File: src/hdl/mbrr_pkg.sv
// Shared types and constants for the read-register responder.
// No dependencies; used by every module of the block.
package mbrr_pkg;

  localparam int REQ_LEN = 12;
  localparam int CNT_W = 7;          // clamped register count, up to MAX_REGS
  localparam int ADDR_LO = 30000;
  localparam int ADDR_HI = 39999;
  localparam int BASE_REG = 30001;
  localparam int Q_DEPTH = 2;
  localparam int Q_PTR_W = (Q_DEPTH > 1) ? $clog2(Q_DEPTH) : 1;
  localparam int Q_CNT_W = $clog2(Q_DEPTH + 1);

  localparam logic OP_REQ = 1'b0;
  localparam logic OP_UPD = 1'b1;

  localparam logic CFG_IN_SWAP  = 1'b0;
  localparam logic CFG_OUT_SWAP = 1'b1;

  localparam logic [7:0] FUNC_HOLDING = 8'd3;
  localparam logic [7:0] FUNC_INPUT   = 8'd4;

  // Response header byte positions
  localparam logic [8:0] HB_TRANS_0 = 9'd0;
  localparam logic [8:0] HB_TRANS_1 = 9'd1;
  localparam logic [8:0] HB_PROTO_0 = 9'd2;
  localparam logic [8:0] HB_PROTO_1 = 9'd3;
  localparam logic [8:0] HB_LEN_0   = 9'd4;
  localparam logic [8:0] HB_LEN_1   = 9'd5;
  localparam logic [8:0] HB_UNIT    = 9'd6;
  localparam logic [8:0] HB_FUNC    = 9'd7;
  localparam logic [8:0] HB_NBYTES  = 9'd8;

  typedef struct packed {
    logic [15:0]      trans;
    logic [15:0]      proto;
    logic [7:0]       unit;
    logic [7:0]       func;
    logic [CNT_W-1:0] count;
    logic             clamped;
    logic             served;
    logic [15:0]      off;      // first register minus BASE_REG
  } mbrr_desc_t;

  typedef struct packed {
    logic        wr;
    logic [1:0]  idx;
    logic [15:0] word;
  } mbrr_upd_t;

endpackage

File: src/hdl/modbus_tcp_read_register_responder.sv
// A request passes the queue and busy_r before its first response byte is registered.
// Throughput: one request word per cycle while the two-entry descriptor queue has room;
// a response of N data bytes is 9+N bytes; the next is taken only after its last byte.
// Value updates are held off while any response is queued or being emitted.
// Reset (synchronous, rst_n low) clears byte count, queue, stored values and config bits.
// Top level: ties mbrr_front, mbrr_fifo and mbrr_back; depends on mbrr_pkg.
module modbus_tcp_read_register_responder #(
  parameter int MAX_REGS    = 16,
  parameter int VALUE_COUNT = 3
) (
  input  logic        clk,
  input  logic        rst_n,
  input  logic        in_tvalid,
  output logic        in_tready,
  input  logic [31:0] in_tdata,   // rx_byte[7:0], value_index[9:8], value_word[25:10]
  input  logic [1:0]  in_tuser,   // op[0], frame_first[1]
  output logic        out_tvalid,
  input  logic        out_tready,
  output logic [7:0]  out_tdata,  // tx_byte[7:0]
  output logic        out_tlast,
  output logic [0:0]  out_tuser,  // count_clamped[0]
  input  logic        cfg_wr_en,
  input  logic [0:0]  cfg_index,
  input  logic [0:0]  cfg_wdata
);
  import mbrr_pkg::*;

  logic       in_swap_r;
  logic       out_swap_r;
  logic       q_full;
  logic       q_empty;
  logic       push;
  logic       pop;
  logic       back_busy;
  logic       pending;
  mbrr_desc_t f_desc;
  mbrr_desc_t q_desc;
  mbrr_upd_t  upd;

  always_ff @(posedge clk) begin
    if (!rst_n) begin
      in_swap_r  <= 1'b0;
      out_swap_r <= 1'b0;
    end else if (cfg_wr_en) begin
      if (cfg_index == CFG_IN_SWAP) begin
        in_swap_r <= cfg_wdata[0];
      end
      if (cfg_index == CFG_OUT_SWAP) begin
        out_swap_r <= cfg_wdata[0];
      end
    end
  end

  assign pending = !q_empty || back_busy;

  mbrr_front #(
    .MAX_REGS(MAX_REGS)
  ) u_front (
    .clk      (clk),
    .rst_n    (rst_n),
    .in_swap  (in_swap_r),
    .in_valid (in_tvalid),
    .in_user  (in_tuser),
    .in_data  (in_tdata),
    .in_ready (in_tready),
    .q_full   (q_full),
    .pending  (pending),
    .push     (push),
    .desc     (f_desc),
    .upd      (upd)
  );

  mbrr_fifo u_fifo (
    .clk   (clk),
    .rst_n (rst_n),
    .push  (push),
    .wdata (f_desc),
    .pop   (pop),
    .rdata (q_desc),
    .full  (q_full),
    .empty (q_empty)
  );

  mbrr_back #(
    .VALUE_COUNT(VALUE_COUNT)
  ) u_back (
    .clk       (clk),
    .rst_n     (rst_n),
    .out_swap  (out_swap_r),
    .upd       (upd),
    .q_empty   (q_empty),
    .q_desc    (q_desc),
    .pop       (pop),
    .busy      (back_busy),
    .out_valid (out_tvalid),
    .out_ready (out_tready),
    .out_data  (out_tdata),
    .out_last  (out_tlast),
    .out_user  (out_tuser[0])
  );

  a_upd_when_idle: assert property (@(posedge clk) disable iff (!rst_n)
    (in_tvalid && in_tready && in_tuser[0] == OP_UPD) |-> !pending)
    else $error("value update taken while a response was pending");

endmodule

File: src/hdl/mbrr_front.sv
// Front end: takes input words, collects request bytes, parses a full request and passes value updates on.
// Depends on mbrr_pkg; feeds mbrr_fifo and the value store in mbrr_back.
module mbrr_front #(
  parameter int MAX_REGS = 16
) (
  input  logic               clk,
  input  logic               rst_n,
  input  logic               in_swap,
  input  logic               in_valid,
  input  logic [1:0]         in_user,
  input  logic [31:0]        in_data,
  output logic               in_ready,
  input  logic               q_full,
  input  logic               pending,
  output logic               push,
  output mbrr_pkg::mbrr_desc_t desc,
  output mbrr_pkg::mbrr_upd_t  upd
);
  import mbrr_pkg::*;

  logic       op;
  logic       first;
  logic [7:0] rx;
  logic       acc;
  logic       byte_acc;
  logic [3:0] wr_idx;
  logic [3:0] cnt_r, cnt_nxt;
  logic [7:0] bytes_r [REQ_LEN-1];
  logic [15:0] addr;
  logic [15:0] count16;

  function automatic logic [15:0] rd16(input logic [7:0] a, input logic [7:0] b,
                                       input logic swap);
    rd16 = swap ? {b, a} : {a, b};
  endfunction

  assign op    = in_user[0];
  assign first = in_user[1];
  assign rx    = in_data[7:0];

  // updates wait until no response is still reading the stored values
  assign in_ready = (op == OP_UPD) ? !pending : !q_full;
  assign acc      = in_valid && in_ready;
  assign byte_acc = acc && (op == OP_REQ);

  assign wr_idx  = (first || cnt_r >= 4'(REQ_LEN)) ? 4'd0 : cnt_r;
  assign push    = byte_acc && (wr_idx == 4'(REQ_LEN - 1));
  assign cnt_nxt = byte_acc ? (push ? 4'd0 : wr_idx + 4'd1) : cnt_r;

  always_ff @(posedge clk) begin
    if (!rst_n) begin
      cnt_r <= '0;
    end else begin
      cnt_r <= cnt_nxt;
    end
  end

  always_ff @(posedge clk) begin
    if (byte_acc && !push) begin
      bytes_r[wr_idx] <= rx;
    end
  end

  assign addr    = rd16(bytes_r[8], bytes_r[9], in_swap);
  assign count16 = rd16(bytes_r[10], rx, in_swap);

  always_comb begin
    desc.trans   = rd16(bytes_r[0], bytes_r[1], in_swap);
    desc.proto   = rd16(bytes_r[2], bytes_r[3], in_swap);
    desc.unit    = bytes_r[6];
    desc.func    = bytes_r[7];
    desc.clamped = count16 > 16'(MAX_REGS);
    desc.count   = desc.clamped ? CNT_W'(MAX_REGS) : CNT_W'(count16);
    desc.served  = (bytes_r[7] == FUNC_HOLDING || bytes_r[7] == FUNC_INPUT) &&
                   addr > 16'(ADDR_LO) && addr < 16'(ADDR_HI);
    desc.off     = addr - 16'(BASE_REG);
  end

  always_comb begin
    upd.wr   = acc && (op == OP_UPD);
    upd.idx  = in_data[9:8];
    upd.word = in_data[25:10];
  end

endmodule

File: src/hdl/mbrr_fifo.sv
// Short descriptor queue between request parsing and response emission.
// Depends on mbrr_pkg for the descriptor type and depth.
module mbrr_fifo (
  input  logic                 clk,
  input  logic                 rst_n,
  input  logic                 push,
  input  mbrr_pkg::mbrr_desc_t wdata,
  input  logic                 pop,
  output mbrr_pkg::mbrr_desc_t rdata,
  output logic                 full,
  output logic                 empty
);
  import mbrr_pkg::*;

  mbrr_desc_t         mem_r [Q_DEPTH];
  logic [Q_PTR_W-1:0] wr_ptr_r;
  logic [Q_PTR_W-1:0] rd_ptr_r;
  logic [Q_CNT_W-1:0] cnt_r;

  function automatic logic [Q_PTR_W-1:0] inc(input logic [Q_PTR_W-1:0] p);
    inc = (p == Q_PTR_W'(Q_DEPTH - 1)) ? '0 : p + 1'b1;
  endfunction

  assign full  = (cnt_r == Q_CNT_W'(Q_DEPTH));
  assign empty = (cnt_r == '0);
  assign rdata = mem_r[rd_ptr_r];

  always_ff @(posedge clk) begin
    if (!rst_n) begin
      wr_ptr_r <= '0;
      rd_ptr_r <= '0;
      cnt_r    <= '0;
    end else begin
      if (push) begin
        wr_ptr_r <= inc(wr_ptr_r);
      end
      if (pop) begin
        rd_ptr_r <= inc(rd_ptr_r);
      end
      if (push && !pop) begin
        cnt_r <= cnt_r + 1'b1;
      end else if (pop && !push) begin
        cnt_r <= cnt_r - 1'b1;
      end
    end
  end

  always_ff @(posedge clk) begin
    if (push) begin
      mem_r[wr_ptr_r] <= wdata;
    end
  end

  a_no_overflow: assert property (@(posedge clk) disable iff (!rst_n)
    push |-> !full)
    else $error("descriptor queue written while full");

  a_no_underflow: assert property (@(posedge clk) disable iff (!rst_n)
    pop |-> !empty)
    else $error("descriptor queue read while empty");

endmodule

File: src/hdl/mbrr_back.sv
// Back end: holds the measured values and emits one response byte per cycle while out_ready allows.
// Depends on mbrr_pkg; takes descriptors from mbrr_fifo.
module mbrr_back #(
  parameter int VALUE_COUNT = 3
) (
  input  logic                 clk,
  input  logic                 rst_n,
  input  logic                 out_swap,
  input  mbrr_pkg::mbrr_upd_t  upd,
  input  logic                 q_empty,
  input  mbrr_pkg::mbrr_desc_t q_desc,
  output logic                 pop,
  output logic                 busy,
  output logic                 out_valid,
  input  logic                 out_ready,
  output logic [7:0]           out_data,
  output logic                 out_last,
  output logic                 out_user
);
  import mbrr_pkg::*;

  localparam int VI_W = (VALUE_COUNT > 1) ? $clog2(VALUE_COUNT) : 1;

  logic [15:0] mv_r [VALUE_COUNT];
  mbrr_desc_t  d_r;
  logic        busy_r;
  logic [8:0]  idx_r;
  logic [8:0]  last_idx_r;
  logic [15:0] off_r;
  logic        out_valid_r;
  logic [7:0]  out_data_r;
  logic        out_last_r;
  logic        out_user_r;

  logic        adv;
  logic        is_last;
  logic [7:0]  nbytes;
  logic [15:0] len16;
  logic [15:0] word;
  logic [15:0] val;
  logic        hi_half;   // second byte of a 16-bit field
  logic [7:0]  byte_nxt;

  assign adv     = busy_r && (!out_valid_r || out_ready);
  assign is_last = (idx_r == last_idx_r);
  assign pop     = !busy_r && !q_empty;
  assign busy    = busy_r;

  assign nbytes = {d_r.count, 1'b0};
  assign len16  = {8'd0, nbytes + 8'd3};

  assign val = (d_r.served && off_r < 16'(VALUE_COUNT)) ? mv_r[VI_W'(off_r)] : 16'd0;

  always_comb begin
    word     = val;
    hi_half  = !idx_r[0];        // data bytes start at odd positions
    byte_nxt = 8'd0;
    case (idx_r)
      HB_TRANS_0, HB_TRANS_1: begin
        word    = d_r.trans;
        hi_half = idx_r[0];
      end
      HB_PROTO_0, HB_PROTO_1: begin
        word    = d_r.proto;
        hi_half = idx_r[0];
      end
      HB_LEN_0, HB_LEN_1: begin
        word    = len16;
        hi_half = idx_r[0];
      end
      default: begin
        word = val;
      end
    endcase
    byte_nxt = (hi_half ^ out_swap) ? word[7:0] : word[15:8];
    case (idx_r)
      HB_UNIT:   byte_nxt = d_r.unit;
      HB_FUNC:   byte_nxt = d_r.func;
      HB_NBYTES: byte_nxt = nbytes;
      default:   byte_nxt = byte_nxt;
    endcase
  end

  always_ff @(posedge clk) begin
    if (!rst_n) begin
      for (int i = 0; i < VALUE_COUNT; i++) begin
        mv_r[i] <= '0;
      end
    end else if (upd.wr && 32'(upd.idx) < VALUE_COUNT) begin
      mv_r[VI_W'(upd.idx)] <= upd.word;
    end
  end

  always_ff @(posedge clk) begin
    if (!rst_n) begin
      busy_r      <= 1'b0;
      out_valid_r <= 1'b0;
    end else begin
      if (pop) begin
        busy_r <= 1'b1;
      end else if (adv && is_last) begin
        busy_r <= 1'b0;
      end
      if (adv) begin
        out_valid_r <= 1'b1;
      end else if (out_ready) begin
        out_valid_r <= 1'b0;
      end
    end
  end

  always_ff @(posedge clk) begin
    if (pop) begin
      d_r        <= q_desc;
      idx_r      <= '0;
      last_idx_r <= 9'({q_desc.count, 1'b0}) + HB_NBYTES;
      off_r      <= q_desc.off;
    end else if (adv) begin
      idx_r <= idx_r + 9'd1;
      if (idx_r > HB_NBYTES && !idx_r[0]) begin
        off_r <= off_r + 16'd1;
      end
    end
    if (adv) begin
      out_data_r <= byte_nxt;
      out_last_r <= is_last;
      out_user_r <= d_r.clamped;
    end
  end

  assign out_valid = out_valid_r;
  assign out_data  = out_data_r;
  assign out_last  = out_last_r;
  assign out_user  = out_user_r;

  a_idx_in_range: assert property (@(posedge clk) disable iff (!rst_n)
    busy_r |-> idx_r <= last_idx_r)
    else $error("byte position ran past end of response");

  a_last_ends_burst: assert property (@(posedge clk) disable iff (!rst_n)
    (out_valid_r && out_last_r) |-> (!busy_r || idx_r == '0))
    else $error("response still running after its final word");

endmodule
File: config.mk
export PLATFORM = sky130hd
export DESIGN_NAME = modbus_tcp_read_register_responder
export DESIGN_NICKNAME = d
export VERILOG_FILES = /design/src/hdl/mbrr_pkg.sv /design/src/hdl/modbus_tcp_read_register_responder.sv /design/src/hdl/mbrr_front.sv /design/src/hdl/mbrr_fifo.sv /design/src/hdl/mbrr_back.sv
export SDC_FILE = /design/constraint.sdc
export NUM_CORES = 1
export LEC_CHECK = 0
export CORE_ASPECT_RATIO = 0.5
export CORE_MARGIN = 4
export CORE_UTILIZATION = 65
export CTS_BUF_LIST = sky130_fd_sc_hd__clkbuf_4
export DETAILED_ROUTE_END_ITERATION = 6
export DONT_BUFFER_PORTS = 1
export GPL_TIMING_DRIVEN = 0
export PLACE_DENSITY = 0.81
export SLEW_MARGIN = 5
export SYNTH_ARGS = -nofsm -noshare
export SYNTH_HDL_FRONTEND = slang
export SYNTH_SLANG_ARGS = --single-unit
File: constraint.sdc
create_clock -name clk -period 6.46 [get_ports clk]
set_clock_uncertainty 0.15 [all_clocks]
set_input_delay 1.292 -clock clk [delete_from_list [all_inputs] [get_ports clk]]
set_output_delay 1.292 -clock clk [all_outputs]
set_load 0.02 [all_outputs]
==> results of run 1 <==
power groups by stage:
stage / clock network (mW) / logic [mW] / registers (mW)
2_1_floorplan: 0 / 1.14 / 3.48
3_3_place_gp: 0 / 1.53 / 3.58
3_5_place_dp: 0 / 1.60 / 3.57
4_1_cts: 2.02 / 1.61 / 3.52
5_1_grt: 2.18 / 1.75 / 3.55
6_report: 2.00 / 1.63 / 3.53
worst max-delay path, cell delays in order (launching register included):
cell	delay, ns
dfxtp_1	0.35
buf_2	0.27
buf_1	0.54
buf_1	0.63
buf_1	0.72
mux2i_1	0.40
ha_1	0.24
o21ai_0	0.19
nand2_1	0.15
nor4bb_1	0.45
nor4_1	0.14
xnor2_1	0.17
routing by layer:
metal  share of wire  GRT usage  vias up
li1                -          -     4409
met1            0.41      0.363     4854
met2            0.46      0.409      517
met3            0.11     0.0940       58
met4           0.017     0.0726        2
met5         0.00033          0        -
state kept, by name, indices dropped and copies added, names as in the netlist, named ones only:
name               count
u_back.out_valid       1
u_front.cnt_r          4
u_back.out_user        1
u_back.d_r            57
u_fifo.mem_r         146
u_fifo.rd_ptr_r        1
u_back.off_r          16
u_front.bytes_r       72
u_back.out_data        8
u_back.mv_r           64
u_fifo.cnt_r           2
u_back.idx_r           9
out_swap_r             1
u_fifo.wr_ptr_r        1
in_swap_r              1
u_back.out_last        1
u_back.last_idx_r      6
u_back.busy            1
stage by stage:
stage / hold WS (ns) / instance area (µm²) / TNS [ns] / setup WS [ns]
detailed placement: 0.255 / 17300 / 0 / 1.85
CTS: 0.248 / 18400 / 0 / 1.80
global route: 0.270 / 18400 / 0 / 1.44
floorplan: 0.250 / 16700 / 0 / 0.406
finish: 0.268 / 18400 / 0 / 1.75
global placement: 0.258 / 17100 / -115.30 / -1.59
final timing paths:
path | start | end | slack (ns)
worst max-delay path | in_swap_r | u_fifo.mem_r[1][14] | 1.75
worst max register to register | in_swap_r | u_fifo.mem_r[1][14] | 1.75
worst min-delay path | u_back.d_r[17] | u_back.out_user | 0.27
worst min register to register | u_back.d_r[17] | u_back.out_user | 0.27
area by class of cell:
class	count	area [µm²]
flip-flops and latches	395	11600
fillers	1577	6770
multi-input cells	637	4840
clock buffers	138	1040
well taps	344	430
plain buffers	44	180
clock inverters	14	120
repair buffers	6	106
inverters	19	71.3
diodes	4	10.0
layout by cell type, fill, tap and decap left out, types with 5 or more instances in the layout:
cell,count
a211oi_1,17
a21oi_1,38
a222oi_1,5
a22oi_1,9
and2_1,44
and3_1,22
buf_1,10
buf_2,6
clkbuf_1,27
clkbuf_4,138
clkinv_1,7
conb_1,20
dfxtp_1,24
edfxtp_1,371
ha_1,15
inv_1,18
mux2_2,93
mux2i_1,32
mux4_2,16
nand2_1,43
nand2b_1,8
nand3_1,18
nand4_1,8
nor2_1,58
nor2b_1,10
nor3_1,20
nor4_1,8
o21ai_0,28
or4_1,6
xnor2_1,33
xor2_1,25
cell families after synthesis:
family                     Yosys count
muxes                              143
other                                1
AOI/OAI and AO/OA                  137
buffers and inverters               63
adders and majority gates           15
DFF                                395
xor gates and xnor gates            58
and+or+nand+nor                    264
==> results.sh, run 1 <==
export IMPL_syn_inst=1076
export IMPL_p_leak_nw=6.33
export IMPL_synth_top_cell_by_area="edfxtp_1"
export IMPL_synth_edf_count=371
export IMPL_cts_setup_buffers=0
export IMPL_cts_resized=0
export IMPL_layout_drive_gt1_share=0.223
export IMPL_cts_tree="built"
export IMPL_ant_nets=0
export IMPL_gp_congestion=0.921
export IMPL_grt_pass1_vias=9722
export IMPL_relSlewSlack=0.148
export IMPL_yosysMostFrequentCell="edfxtp_1"
export IMPL_track_usage=0.265
export IMPL_fp_row_count=41
export IMPL_p_switching_mw=2.21
export IMPL_ir_drop_v=0.000174
export IMPL_synth_area_leaders="edfxtp_1, mux2_2, dfxtp_1"
export IMPL_endpoint_kind="flip-flop"
export IMPL_slew_viol_final=0
export IMPL_clkLatencyLatePin_ns=0.77
export IMPL_area_delta_synth_final_pct=10.8
export IMPL_post_route_period_util=0.730
export IMPL_synth_async_sr_flop_share=0
export IMPL_dp_cells=1445
export IMPL_dr_first_iter_drc_count=945
export IMPL_nets=1245
export IMPL_vias=9840
export IMPL_cts_sinks=395
export IMPL_holdPathStages=0
export IMPL_initial_core_util=0.660
export IMPL_min_path_type="reg2reg"
export IMPL_portBuffers=0
export IMPL_power_clock_fraction=0.279
export IMPL_synth_xor_area_frac=0.0306
export IMPL_grt_setup_unrepaired="no"
export IMPL_synth_seq_cells=395
export IMPL_cp_required_ns=6.79
export IMPL_synth_area_um2=16600
export IMPL_r2r_cells=11
export IMPL_intPower_mw=4.94
export IMPL_firstDrtPassIters=5
export IMPL_synth_compound_gate_area_share=0.0551
export IMPL_swShare=0.309
export IMPL_worstMarginPinSlew_ns=1.27
export IMPL_yosysSeqAreaShare=0.699
export IMPL_die_x_um=234
export IMPL_gr_total_overflow=0
export IMPL_status="completed"
export IMPL_cts_buffers=86
export IMPL_crit_fanout=10
export IMPL_setup_viol=0
export IMPL_ioPinCount=53
export IMPL_ctsHoldBuffers=0
export IMPL_yosys_area_top_type_share=0.670
export IMPL_cts_max_level=3
export IMPL_max_freq_mhz=212
export IMPL_power_density_nw_per_um2=388
export IMPL_post_dp_hpwl_um=24900
export IMPL_synth_top_family_by_area="multiplexers"
export IMPL_path_class="reg2reg"
export IMPL_ys_dominant_reg_cell="edfxtp_1"
export IMPL_drc=0
export IMPL_power_mw=7.15
export IMPL_yosys_cell_types_count=62
export IMPL_wl_per_cell_um=22.9
export IMPL_synth_commonest_cells="edfxtp_1, mux2_2, nor2_1"
export IMPL_crit_path_start_kind="flip-flop"
export IMPL_avgSynthCellArea_um2=15.4
export IMPL_synth_mux_area_frac=0.106
export IMPL_yosys_area_share_simple=0.0828
export IMPL_core_area_um2=25200
export IMPL_cts_root_buf="clkbuf_4"
export IMPL_p_comb_frac=0.228
export IMPL_path_clk_slew_ns=0.07
export IMPL_finalHoldViolCount=0
export IMPL_vias_per_cell=6.15
export IMPL_seqPwrFrac=0.493
export IMPL_max_cap_violations=0
export IMPL_arrival_ns=5.05
export IMPL_instances_no_fill=1601
export IMPL_synthAdderAreaFrac=0.0113
export IMPL_antenna_found_initial=4
export IMPL_drt_wl_total_um=36700
export IMPL_finalCoreUtilization=0.731
export IMPL_grt_max_degree=61
export IMPL_grt_pass1_wl_um=55400
export IMPL_fp_dieH_um=121
export IMPL_fin_crit_ns=4.71
export IMPL_dieArea_um2=28300
export IMPL_clk_path_buf_depth=3
export IMPL_yosys_warnings=0
Note: power is estimated with default switching activity, not from simulation.
==> inputs of run 2 (changes only) <==
--- a/config.mk
+++ b/config.mk
@@ -7,12 +7,12 @@
 export LEC_CHECK = 0
 export CORE_ASPECT_RATIO = 0.5
 export CORE_MARGIN = 4
-export CORE_UTILIZATION = 65
+export CORE_UTILIZATION = 60
 export CTS_BUF_LIST = sky130_fd_sc_hd__clkbuf_4
 export DETAILED_ROUTE_END_ITERATION = 6
 export DONT_BUFFER_PORTS = 1
 export GPL_TIMING_DRIVEN = 0
-export PLACE_DENSITY = 0.81
+export PLACE_DENSITY = 0.79
 export SLEW_MARGIN = 5
 export SYNTH_ARGS = -nofsm -noshare
 export SYNTH_HDL_FRONTEND = slang
==> constraint.sdc (replaced) <==
create_clock -name clk -period 4.2 [get_ports clk]
set_clock_uncertainty 0.15 [all_clocks]
set_input_delay 0.84 -clock clk [delete_from_list [all_inputs] [get_ports clk]]
set_output_delay 0.84 -clock clk [all_outputs]
set_load 0.02 [all_outputs]
==> run 2 against run 1 <==
Against the previous run: sequential share of layout area is 0.65 points lower; worst hold slack worse by 0.20 ns; cell area is 1.0% higher; first-iteration DRC count is 17% higher; cell count is 3.2% higher; via count is 0.12% lower; flip-flop and latch count stayed put; die area is 7.9% higher; count of clock-buffer cells in the layout is 11 lower; clock power is 44% higher; critical endpoint is now u_fifo.mem_r[0][14]; largest power group unchanged.
==> results.sh, run 2 (synthesis gave the netlist of run 1 again) <==
export IMPL_dieArea_um2=30600
export IMPL_dr_first_iter_drc_count=1107
export IMPL_finalHoldViolCount=0
export IMPL_drt_wl_total_um=36600
export IMPL_power_density_nw_per_um2=580
export IMPL_cts_sinks=395
export IMPL_arrival_ns=4.35
export IMPL_cp_required_ns=4.52
export IMPL_ir_drop_v=0.000301
export IMPL_layout_drive_gt1_share=0.214
export IMPL_worstMarginPinSlew_ns=1.23
export IMPL_path_clk_slew_ns=0.08
export IMPL_p_leak_nw=6.40
export IMPL_clkLatencyLatePin_ns=0.77
export IMPL_post_dp_hpwl_um=24000
export IMPL_area_delta_synth_final_pct=11.9
export IMPL_cts_buffers=86
export IMPL_fp_dieH_um=126
export IMPL_min_path_type="in2reg"
export IMPL_reg_top3="u_fifo.mem_r x146, u_front.bytes_r x72, u_back.mv_r x64"
export IMPL_grt_pass1_vias=9854
export IMPL_ant_nets=0
export IMPL_grt_setup_unrepaired="no"
export IMPL_finalCoreUtilization=0.693
export IMPL_layout_common_cells="edfxtp_1, clkbuf_4, mux2_2"
export IMPL_firstDrtPassIters=7
export IMPL_cts_tree="built"
export IMPL_clk_path_buf_depth=3
export IMPL_max_cap_violations=0
export IMPL_fin_crit_ns=4.02
export IMPL_post_route_period_util=0.958
export IMPL_power_mw=10.8
export IMPL_crit_path_start_kind="flip-flop"
export IMPL_die_x_um=243
export IMPL_gr_total_overflow=0
export IMPL_nets=1269
export IMPL_cts_max_level=3
export IMPL_relSlewSlack=0.175
export IMPL_regMostFlops="u_fifo.mem_r"
export IMPL_fp_row_count=42
export IMPL_vias_per_cell=5.95
export IMPL_portBuffers=0
export IMPL_max_freq_mhz=248
export IMPL_setup_viol=0
export IMPL_grt_max_degree=56
export IMPL_stdcell_area_um2=18600
export IMPL_status="completed"
export IMPL_drc=0
export IMPL_antenna_found_initial=2
export IMPL_final_common_cell="edfxtp_1"
export IMPL_core_area_um2=26900
export IMPL_gp_congestion=0.931
export IMPL_track_usage=0.243
export IMPL_slew_viol_final=0
export IMPL_initial_core_util=0.619
export IMPL_grt_pass1_wl_um=56200
export IMPL_ioPinCount=53
export IMPL_cts_root_buf="clkbuf_4"
export IMPL_largest_reg_flops=146
export IMPL_vias=9828
export IMPL_crit_fanout=10
export IMPL_place_area_um2=17300
export IMPL_tns_ns=0
export IMPL_wl_per_cell_um=22.2
export IMPL_endpoint_kind="flip-flop"
export IMPL_path_class="reg2reg"
==> run 2: worst max-delay path, stage by stage, from the launching register on <==
cell and delay [ns]:
dfxtp_1 0.34, buf_2 0.25, buf_1 0.53, clkbuf_2 0.42, buf_2 0.38, mux2i_1 0.36
ha_1 0.24, o21ai_0 0.17, nand2_1 0.15, nor4bb_1 0.42, nor4_1 0.14, xnor2_1 0.18
==> run 2: stage by stage <==
step	hold WS, ns	setup slack, ns	std cells
after global routing	0.00644	0.0544	1653
final	0.0691	0.175	1653
after global placement	0.261	-1.08	1469
after floorplan	0.250	0.0854	1095
after CTS	0.00220	0.0508	1652
after detailed placement	0.280	-0.172	1475
==> run 2: worst paths after layout <==
| kind | from | to | slack, ns | cells past startpoint |
|---|---|---|---|---|
| hold reg to reg | u_back.d_r[17] | u_back.out_user | 0.26 | 0 |
| setup / recovery | in_swap_r | u_fifo.mem_r[0][14] | 0.18 | 11 |
| setup reg to reg | in_swap_r | u_fifo.mem_r[0][14] | 0.18 | 11 |
| hold / removal | rst_n | u_front.cnt_r[2] | 0.07 | 1 |
==> run 2: power breakdown <==
part / total [mW] / internal [mW] / switching (mW) / leakage (nW)
combinational: 2.52 / 0.992 / 1.53 / 2.08
clock: 2.88 / 1.40 / 1.48 / 0.642
sequential: 5.40 / 5.01 / 0.393 / 3.68
==> run 2: what timing repair did <==
action	in CTS	in global routing
endpoints found under the setup margin	4	4
hold endpoints to repair	88	0
buffers inserted	0	0
gates resized for setup	1	1
hold buffers	24	0
==> run 2: per-layer routing <==
metal  global-route usage  wire length (µm)  up-vias
met5                    0                13        -
met4               0.0705               664        2
met3               0.0792              3920       64
met2                0.366             16600      458
met1                0.347             15400     4863
li1                     -                 -     4441
==> run 2: final cells by class <==
cell class	instances	area [µm²]
Clock inverter	26	124
Fill cell	1753	8250
Sequential cell	395	11600
Buffer	44	183
Clock buffer	127	953
Tap cell	374	468
Inverter	19	71.3
Timing Repair Buffer	30	343
Antenna cell	1	2.50
Multi-Input combinational cell	637	4840
==> inputs of run 3 (changes only) <==
--- a/config.mk
+++ b/config.mk
@@ -13,6 +13,7 @@
 export DONT_BUFFER_PORTS = 1
 export GPL_TIMING_DRIVEN = 0
 export PLACE_DENSITY = 0.79
+export SETUP_SLACK_MARGIN = 0.3
 export SLEW_MARGIN = 5
 export SYNTH_ARGS = -nofsm -noshare
 export SYNTH_HDL_FRONTEND = slang
==> run 3 against run 2 <==
Against the previous run: sequential power barely moved; total power rose by 1.4%; sequential share of layout area fell by 0.29 points; largest cell class unchanged; largest power group unchanged; wire length fell by 0.21%; critical path type unchanged; worst hold slack got worse by 0.0047 ns.
==> results.sh, run 3 (synthesis gave the netlist of run 1 again) <==
export IMPL_status="completed"
export IMPL_clkLatencyLatePin_ns=0.77
export IMPL_firstDrtPassIters=6
export IMPL_crit_family="buffers and inverters"
export IMPL_dr_first_iter_drc_count=1175
export IMPL_dieArea_um2=30600
export IMPL_post_dp_hpwl_um=24100
export IMPL_crit_fanout=10
export IMPL_grt_pass1_wl_um=56100
export IMPL_endpoint_kind="flip-flop"
export IMPL_drt_wl_total_um=36600
export IMPL_cts_max_level=3
export IMPL_reg_top3="u_fifo.mem_r x146, u_front.bytes_r x72, u_back.mv_r x64"
export IMPL_path_clk_slew_ns=0.07
export IMPL_nets=1269
export IMPL_wl_per_cell_um=22.2
export IMPL_portBuffers=0
export IMPL_dp_cells=1475
export IMPL_cpMostUsedCell="buf_2"
export IMPL_crit_path_max_incr_delay_ns=0.38
export IMPL_slowest_stage="nor4bb_2"
export IMPL_vias=9852
export IMPL_power_clock_fraction=0.278
export IMPL_cts_setup_buffers=0
export IMPL_tns_ns=0
export IMPL_worst_slack_ns=0.499
export IMPL_p_switching_mw=3.33
export IMPL_grt_pass1_vias=9860
export IMPL_rrSetupSlack_ns=0.50
export IMPL_power_density_nw_per_um2=586
export IMPL_vias_per_cell=5.97
export IMPL_area_delta_synth_final_pct=12.5
export IMPL_p_leak_nw=6.44
export IMPL_antenna_found_initial=4
export IMPL_clk_path_buf_depth=3
export IMPL_ir_drop_v=0.000283
export IMPL_finalCoreUtilization=0.696
export IMPL_relSlewSlack=0.407
export IMPL_arrival_ns=4.10
export IMPL_setup_viol=0
export IMPL_cp_required_ns=4.60
export IMPL_intPower_mw=7.62
export IMPL_grt_max_degree=54
export IMPL_cts_root_buf="clkbuf_4"
export IMPL_ioPinCount=53
export IMPL_layout_drive_gt1_share=0.217
export IMPL_gr_total_overflow=0
export IMPL_fp_dieH_um=126
export IMPL_p_comb_frac=0.229
export IMPL_fillerInstances=1696
export IMPL_path_cells="buf_2, buf_2, buf_2, buf_2, mux2i_1, ha_1, o21ai_0, nand2_1, nor4bb_2, nor4_1, xnor2_1"
export IMPL_min_path_type="in2reg"
export IMPL_path_class="reg2reg"
export IMPL_final_common_cell="edfxtp_1"
export IMPL_post_route_period_util=0.881
export IMPL_swShare=0.304
export IMPL_post_place_ws_ns=-0.133
export IMPL_timing_rr_end="u_fifo.mem_r[0][14]"
export IMPL_cts_buffers=86
export IMPL_min_to="u_front.cnt_r[2]"
export IMPL_critPathBufInv=4
export IMPL_seqPwrFrac=0.493
export IMPL_holdPathStages=1
export IMPL_r2r_start="in_swap_r"
export IMPL_ant_nets=0
export IMPL_initial_core_util=0.619
export IMPL_die_x_um=243
export IMPL_instances_no_fill=1650
export IMPL_max_cap_violations=0
export IMPL_cts_sinks=395
export IMPL_fp_row_count=42
export IMPL_max_freq_mhz=270
export IMPL_worstMarginPinSlew_ns=0.889
export IMPL_largest_reg_flops=146
export IMPL_finalHoldViolCount=0
export IMPL_fin_crit_ns=3.70
export IMPL_track_usage=0.242
export IMPL_regMostFlops="u_fifo.mem_r"
export IMPL_layout_common_cells="edfxtp_1, clkbuf_4, mux2_2"
export IMPL_drc=0
export IMPL_r2r_cells=11
export IMPL_min_from="rst_n"
export IMPL_cts_tree="built"
export IMPL_crit_path_start_kind="flip-flop"
export IMPL_gp_congestion=0.928
export IMPL_slew_viol_final=0
export IMPL_core_area_um2=26900
export IMPL_grt_setup_unrepaired="no"
run 3: cell types whose count changed in the layout (fill, tap and decap cells not counted), sizes merged, moves of 2 or more:
| cell | before | now |
|---|---|---|
| bufinv | 0 | 3 |
| inv | 20 | 18 |
| clkbuf | 155 | 159 |
| clkinv | 23 | 14 |
run 3: per-layer routing:
layer | GRT usage | up-vias | routed length [µm] | share of wire
li1 | - | 4443 | - | -
met1 | 0.348 | 4916 | 15800 | 0.43
met2 | 0.371 | 439 | 16700 | 0.46
met3 | 0.0724 | 54 | 3540 | 0.097
met4 | 0.0583 | 0 | 546 | 0.015
met5 | 0 | - | 0 | 0
run 3: worst max-delay path by stage:
stage / start / to / slack [ns] / cells after the start
2_1_floorplan: out_tready / flip-flop / 0.37 / 4
4_1_cts: in_swap_r / u_fifo.mem_r[0][14] / 0.53 / 11
3_3_place_gp: out_tready / flip-flop / -1.00 / 4
3_5_place_dp: in_swap_r / u_fifo.mem_r[0][14] / -0.13 / 11
5_1_grt: in_swap_r / u_fifo.mem_r[0][14] / 0.34 / 11
6_report: in_swap_r / u_fifo.mem_r[0][14] / 0.50 / 11
run 3: power groups by stage:
stage / clock (mW) / sequential, mW / combinational, mW
6_report: 3.05 / 5.40 / 2.51
5_1_grt: 3.33 / 5.44 / 2.71
4_1_cts: 3.10 / 5.39 / 2.48
3_5_place_dp: 0 / 5.48 / 2.43
3_3_place_gp: 0 / 5.51 / 2.32
2_1_floorplan: 0 / 5.36 / 1.75
run 3: final cells by class:
type / instances / area [µm²] / share of cell area
Sequential cell: 395 / 11600 / 0.622
Clock buffer: 132 / 991 / 0.0530
Inverter: 19 / 71.3 / 0.00382
Timing Repair Buffer: 30 / 347 / 0.0185
Buffer: 44 / 184 / 0.00984
Antenna cell: 2 / 5.00 / 0.000268
Clock inverter: 17 / 153 / 0.00817
Tap cell: 374 / 468 / 0.0250
Multi-Input combinational cell: 637 / 4850 / 0.260
run 3: per-stage QoR:
stage               cell area (µm²)  hold WS [ns]  power, mW
global route                  18700      -0.00285       11.5
detailed placement            17300         0.259       7.90
CTS                           18700       0.00497       11.0
floorplan                     16700         0.250       7.11
global placement              17200         0.262       7.83
finish                        18700        0.0644       11.0
run 3: repair_timing:
item / CTS / global route
hold buffers: 24 / 0
hold endpoints to repair: 88 / 0
gates cloned: 0 / 0
setup endpoints to repair: 8 / 2
resized for setup: 3 / 1
run 3: worst register-to-register path, cell delays in order (launching register included):
cell and delay (ns):
dfxtp_1 0.34, buf_2 0.24, buf_2 0.32, buf_2 0.36
buf_2 0.37, mux2i_1 0.36, ha_1 0.24, o21ai_0 0.18
nand2_1 0.15, nor4bb_2 0.38, nor4_1 0.13, xnor2_1 0.28
